===== src/rtl/mvsm_pkg.sv =====
// Package for the multi-voice sample mixer: widths, op codes and the controller
// command struct. No dependencies.
`default_nettype none
package mvsm_pkg;
  localparam int unsigned VoicesDef      = 16;
  localparam int unsigned SampleDepthDef = 65536;
  localparam int unsigned PosW  = 33;
  localparam int unsigned LenW  = 17;
  localparam int unsigned GainW = 16;
  localparam int unsigned StepW = 24;
  localparam int unsigned SumW  = 40;
  localparam logic signed [SumW-1:0] MixMax = 40'sd32767;
  localparam logic signed [SumW-1:0] MixMin = -40'sd32767;

  typedef enum logic [1:0] {
    OpWrite = 2'd0,
    OpStart = 2'd1,
    OpTick  = 2'd2,
    OpNone  = 2'd3
  } op_e;

  // Commands from the controller to the datapath.
  typedef struct packed {
    logic clear;    // clear the channel sums
    logic acc;      // accumulate the voice whose data returned
    logic adv;      // advance position of the accumulated voice
    logic finish;   // latch clamped sums into output register
  } mvsm_cmd_t;
endpackage
`default_nettype wire


===== src/rtl/mvsm_ctrl.sv =====
// Mixer controller: accepts items, sequences the voice walk of a tick,
// and holds the output valid. Depends on mvsm_pkg.
`default_nettype none
module mvsm_ctrl #(
  parameter int unsigned Voices = mvsm_pkg::VoicesDef,
  localparam int unsigned VW = (Voices > 1) ? $clog2(Voices) : 1
) (
  input  wire logic          clk_i,
  input  wire logic          rst_ni,
  input  wire logic          in_valid_i,
  output logic               in_ready_o,
  input  wire logic [1:0]    op_i,
  input  wire logic          enable_i,
  input  wire logic          len_zero_i,
  output logic               out_valid_o,
  input  wire logic          out_ready_i,
  output mvsm_pkg::mvsm_cmd_t cmd_o,
  output logic [VW-1:0]      rd_voice_o,
  output logic [VW-1:0]      acc_voice_o,
  output logic               wr_o,
  output logic               start_o
);
  typedef enum logic [2:0] {
    StIdle = 3'b001,
    StRun  = 3'b010,
    StDone = 3'b100
  } state_e;

  state_e         state_q, state_d;
  logic [VW:0]    cnt_q, cnt_d;     // issued reads
  logic           pend_q, pend_d;   // read data returns this cycle
  logic [VW-1:0]  accv_q, accv_d;
  logic           ov_q, ov_d;
  logic           acc_in;

  assign acc_in      = in_valid_i && in_ready_o;
  assign in_ready_o  = (state_q == StIdle);
  assign out_valid_o = ov_q;
  assign wr_o        = acc_in && (op_i == mvsm_pkg::OpWrite);
  assign start_o     = acc_in && (op_i == mvsm_pkg::OpStart) && enable_i && !len_zero_i;
  assign rd_voice_o  = cnt_q[VW-1:0];
  assign acc_voice_o = accv_q;

  always_comb begin
    state_d = state_q;
    cnt_d   = cnt_q;
    pend_d  = 1'b0;
    accv_d  = accv_q;
    ov_d    = ov_q && !out_ready_i;
    cmd_o   = '0;
    unique case (state_q)
      StIdle: begin
        if (acc_in && op_i == mvsm_pkg::OpTick) begin
          cmd_o.clear = 1'b1;
          cnt_d       = '0;
          state_d     = StRun;
        end
      end
      StRun: begin
        if (pend_q) begin
          cmd_o.acc = 1'b1;
          cmd_o.adv = 1'b1;
        end
        if (cnt_q < (VW+1)'(Voices)) begin
          pend_d = 1'b1;
          accv_d = cnt_q[VW-1:0];
          cnt_d  = cnt_q + 1'b1;
        end else if (!pend_q) begin
          state_d = StDone;
        end
      end
      StDone: begin
        // Wait here while the previous frame is still in the output register.
        if (!ov_q || out_ready_i) begin
          cmd_o.finish = 1'b1;
          ov_d         = 1'b1;
          state_d      = StIdle;
        end
      end
      default: state_d = StIdle;
    endcase
  end

  always_ff @(posedge clk_i or negedge rst_ni) begin
    if (!rst_ni) begin
      state_q <= StIdle;
      cnt_q   <= '0;
      pend_q  <= 1'b0;
      accv_q  <= '0;
      ov_q    <= 1'b0;
    end else begin
      state_q <= state_d;
      cnt_q   <= cnt_d;
      pend_q  <= pend_d;
      accv_q  <= accv_d;
      ov_q    <= ov_d;
    end
  end
endmodule
`default_nettype wire

===== config.mk =====
export PLATFORM = sky130hd
export DESIGN_NAME = mvsm_ctrl
export DESIGN_NICKNAME = d
export VERILOG_FILES = /design/src/rtl/mvsm_pkg.sv /design/src/rtl/mvsm_ctrl.sv
export SDC_FILE = /design/constraint.sdc
export NUM_CORES = 1
export LEC_CHECK = 0
export ABC_AREA = 1
export BUFFER_PORTS_ARGS = -buffer_cell sky130_fd_sc_hd__buf_2
export CAP_MARGIN = 15
export CORE_MARGIN = 8
export CORE_UTILIZATION = 30
export DETAILED_ROUTE_END_ITERATION = 6
export PLACE_DENSITY_LB_ADDON = 0.12
export SYNTH_ARGS = -nofsm -noshare
export SYNTH_HDL_FRONTEND = slang
export SYNTH_SLANG_ARGS = --single-unit

===== constraint.sdc =====
create_clock -name clk_i -period 3.4 [get_ports clk_i]
set_input_delay 0.34 -clock clk_i [delete_from_list [all_inputs] [get_ports clk_i]]
set_output_delay 0.34 -clock clk_i [all_outputs]
set_load 0.02 [all_outputs]

Word level (Yosys, flattened, before mapping):

Index checks and enable logic that the tools add are counted.

* bits in registers: 14
* input bits: 8

* add/sub/neg operators: 1
* magnitude comparators: 1
* eq/ne operators: 10
* mux-type cells: 18
* reductions and logical operators: 16

Operator list (number)
* 3-bit two-way mux: 4
* 5-bit two-way mux: 2
* 5-bit one-hot mux with 2 select lines: 1
* 3-bit one-hot mux with 3 select lines: 1
* 1-bit two-way mux: 8
* 2-bit != test, second input constant: 4
* 1-bit logical AND: 7
* 5-bit by 1-bit adder with 5-bit output, second input constant: 1
* 5-bit less-than comparator, second input constant: 1
* 2-bit two-way mux: 2
* 4-bit AND reduction: 1
* 3-bit by 1-bit == test with 1-bit output, second input constant: 1
* 3-bit by 2-bit == test with 1-bit output, second input constant: 1
* 3-bit == test, second input constant: 1
* 1-bit logical NOT: 3
* 3-bit AND reduction: 1
* 2-bit by 1-bit == test with 1-bit output, second input constant: 1
* 2-bit == test, second input constant: 1
* 2-bit logical NOT: 1
* 2-bit by 1-bit != test with 1-bit output, second input constant: 1
* 2-bit AND reduction: 1
* 2-bit nonzero test: 1
* 1-bit logical OR: 1

Logic depth before layout (Yosys ltp):

* word-level depth: 5
* gate-level depth with buffers: 7

Worst setup path before layout:

Ideal clock, no wire load.

* path kind: register to output
* start point: register state_q[0]
* end point: output port wr_o
* arrival: 1311 ps
* path slack: 1749 ps
* cell stages (with the launch flop): 3
* buffers on the path: 0
* cell sequence: dfstp_2 nand3_2 nor4_1

* longest elaborated chain between the ends: 3

RTL lines
* from (decl): line mvsm_ctrl.sv:29 `state_e state_q, state_d;`
* from (signal assigned): line mvsm_ctrl.sv:86 `state_q <= StIdle;`
* from (signal assigned): line mvsm_ctrl.sv:92 `state_q <= state_d;`
* 3-bit by 1-bit == test with 1-bit output: line mvsm_ctrl.sv:37 `assign in_ready_o = (state_q == StIdle);`
* 1-bit logical AND: line mvsm_ctrl.sv:36 `assign acc_in = in_valid_i && in_ready_o;`
* 1-bit logical AND: line mvsm_ctrl.sv:39 `assign wr_o = acc_in && (op_i == mvsm_pkg::OpWrite);`
* to (decl): line mvsm_ctrl.sv:20 `output logic wr_o,`

No other way between the ends.

Final worst setup path:

* start point: register state_q[0]
* end point: output port start_o

* longest elaborated chain between the ends: 5

RTL lines
* 3-bit by 1-bit == test with 1-bit output: line mvsm_ctrl.sv:37
* 1-bit logical AND: line mvsm_ctrl.sv:36
* 1-bit logical AND (3 in series): line mvsm_ctrl.sv:40 `assign start_o = acc_in && (op_i == mvsm_pkg::OpStart) && enable_i && !len_zero_i;`
* to (decl): line mvsm_ctrl.sv:21 `output logic start_o`

No other way between the ends.

==> results.py <==
metrics = {
    "route": {
        "drt_iter0_markers": 22,
        "drt_first_pass_iters": 4,
        "viasPerCell": 4.45,
        "drc": 0,
        "dr_total_vias": 686,
        "wl_per_cell_um": 11.1,
        "postRouteAntennaNets": 0,
        "wirelength_mm": 1.72,
    },
    "sta": {
        "rsz0062_at_grt": "no",
        "relSlewSlack": 0.777,
        "drv_slew": 0,
        "clock_skew_ns": 0.000717,
        "fin_crit_sh": 0.538,
        "setup_tns_ns": 0,
        "hold_slack_ns": 0.333,
        "fmax_ghz": 0.547,
        "finalSetupViolations": 0,
        "hold_viol": 0,
        "worst_pin_slew_ns": 0.335,
        "period_minus_slack_ns": 1.83,
    },
    "logic_synthesis": {
        "syn_nets": 110,
        "synthTopCellsByCount": "nand2_1, inv_1, dfrtp_1, nor2_1, nand3_1",
        "ys_warn_count": 0,
        "netlist_area_um2": 759,
        "synthFlopType": "dfrtp_1",
        "synth_top_family_by_area": "simple AND/OR/NAND/NOR gates",
        "synth_area_leaders": "dfrtp_1, nand2_1, inv_1, nor2_1, buf_4",
        "synthXorXnorAreaFrac": 0,
        "yosysUniqueCellTypes": 17,
        "synth_edf_count": 0,
        "syn_area_per_cell_um2": 7.52,
        "synth-adder-area-share": 0.0165,
        "synthMuxAreaShare": 0,
        "synthSimpleGateAreaFrac": 0.351,
        "async_flop_share": 1.00,
        "ys_seq_area_frac": 0.463,
        "synth-compound-area-share": 0.0412,
        "synth_area_leader_cell": "dfrtp_1",
        "synthDominantCellAreaShare": 0.428,
        "synth_most_common_cell": "nand2_1",
        "synthCells": 101,
        "ys_seq_elements": 14,
    },
    "run_status": {
        "status": "complete, no violations",
    },
    "layout": {
        "antenna_cells": 0,
        "syn_to_final_growth_pct": 21.3,
        "instances_no_fill": 154,
        "drive_above_1_share": 0.266,
        "design_area_um2": 921,
        "layout.nets": 134,
    },
    "placed_design": {
        "place.port_buffers": 23,
        "placed_cell_area_um2": 875,
        "dp.cells": 149,
        "place.gp.congestion": 0.776,
        "hpwl_mm": 1.36,
    },
    "power": {
        "max-vdd-ir-drop_mv": 0.253,
        "p_leak_nw": 0.589,
        "p_per_area_mw_per_mm2": 573,
    },
    "grt": {
        "top_usage_layer": "met2",
        "grt_pass1_wl_mm": 2.98,
        "met2_usage": 0.142,
        "globalRouteTotalUtil": 0.0856,
        "use_met3": 0.0220,
        "antenna_found_initial": 0,
        "grt_max_degree": 15,
        "grt_use_met1": 0.0941,
        "overflow": 0,
        "grt_pass1_vias": 708,
    },
    "clock_network": {
        "cts-resized-gates": 0,
        "clock-sinks": 14,
        "cts_max_path_buffers": 2,
        "insertion_delay_ns": 0.28,
        "cts_tree": "yes",
        "cts_root_buf": "clkbuf_4",
        "htree_levels": 1,
        "cts_buffers": 3,
        "clkTransAtPathRegs_ns": 0.08,
    },
    "setup_path": {
        "startpoint_type": "flop",
        "critical_path_class": "reg2out",
        "cp.arrival_ns": 1.49,
        "cpPeakStageDelay_ns": 0.59,
        "worstPathRequired_ns": 3.06,
        "r2r_start": "state_q[0]$_DFFE_PN1P_",
        "worst_r2r_path_depth": 6,
        "crit_path_end_kind": "output port",
        "cp_max_fo": 5,
        "cpMostUsedCell": "nor2_1",
        "path_cells": "nand3_2, nor2_1, nand4_1, nor2_1, buf_2",
        "reg2reg_slack_ns": 2.17,
        "endpoint": "start_o",
        "cp-startpoint": "state_q[0]$_DFFE_PN1P_",
        "critPathSlowestCell": "dfstp_2",
        "rr_endpoint": "cnt_q[2]$_DFFE_PN0P_",
    },
    "min_path": {
        "min_path_type": "in2reg",
        "hold_start": "out_ready_i",
    },
    "die": {
        "row_count": 18,
        "coreArea_mm2": 0.00243,
        "start_util": 0.312,
        "io_pins": 24,
        "dieHeight_um": 66.3,
        "die_w_um": 66.3,
        "dieArea_mm2": 0.00440,
    },
    "job": {
        "max-cap-violations": 0,
    },
}
sequential cells by signal (all words and copies together) (netlist names):
register / count
acc_voice_o: 4
cnt_q: 5
out_valid_o: 1
pend_q: 1
state_q: 3
worst min-delay path by stage:
stage / end / slack (ns) / cells past startpoint
2_1_floorplan: acc_voice_o[0]$_DFFE_PN0P_ / 0.04 / 0
3_3_place_gp: acc_voice_o[1]$_DFFE_PN0P_ / 0.26 / 1
3_5_place_dp: acc_voice_o[1]$_DFFE_PN0P_ / 0.26 / 1
4_1_cts: out_valid_o$_DFF_PN0_ / 0.32 / 4
5_1_grt: out_valid_o$_DFF_PN0_ / 0.38 / 4
6_report: out_valid_o$_DFF_PN0_ / 0.33 / 4
cell families after synthesis:
kind of cell,Yosys count
AO/OA/AOI/OAI,5
adder cells (fa/ha/maj),1
buffers and inverters,21
flip-flops,14
AND/OR/NAND/NOR,60
repair_timing:
action / CTS / global route
endpoints found under the hold margin: 13 / 0
setup endpoints to repair: 0 / 0
setup buffers: 0 / 0
hold buffers: 1 / 0
power breakdown:
part           switching, mW  internal (mW)
clock                 0.0539         0.0651
combinational          0.123         0.0632
sequential            0.0271          0.196
total                  0.204          0.324
cells in the final DEF (no fill, tap or decap):
cell type,count
buf_2,23
nand3_2,3
a21oi_1,2
nand3_1,7
nor4_1,1
inv_1,16
o21ai_0,1
dfrtp_1,13
nand4_1,1
nor2_1,11
dfstp_2,1
clkbuf_4,3
nor2_4,1
nand2_1,35
o21a_1,1
o21ai_2,1
nor3_1,1
ha_1,1
dlygate4sd3_1,1
clkbuf_8,1
metal layers:
layer	vias up	routed length, um	share of wire
met4	0	34	0.020
met3	4	109	0.064
met1	315	761	0.44
li1	352	-	-
met2	15	810	0.47
met5	-	0	0
layout make-up:
cell class | count | area, um2
tap | 30 | 37.5
sequential | 14 | 352
fill | 286 | 1510
multi-input combinational | 66 | 310
timing repair buffer | 24 | 125
clock buffer | 4 | 36.3
inverter | 16 | 60.1
through the flow:
step | setup WS (ns) | total power, mW | util
2_1_floorplan | 1.75 | 0.365 | -
3_3_place_gp | 1.91 | 0.413 | 0.360
3_5_place_dp | 1.87 | 0.414 | 0.360
4_1_cts | 1.55 | 0.540 | 0.379
5_1_grt | 1.44 | 0.567 | 0.379
6_report | 1.57 | 0.528 | 0.379
critical path, delay by kind of cell (launching register included):
kind,cells,cell delay (ns)
buf+inv,1,0.16
simple gates,4,0.46
flops,1,0.59
Note: power is estimated with default switching activity, not from simulation.
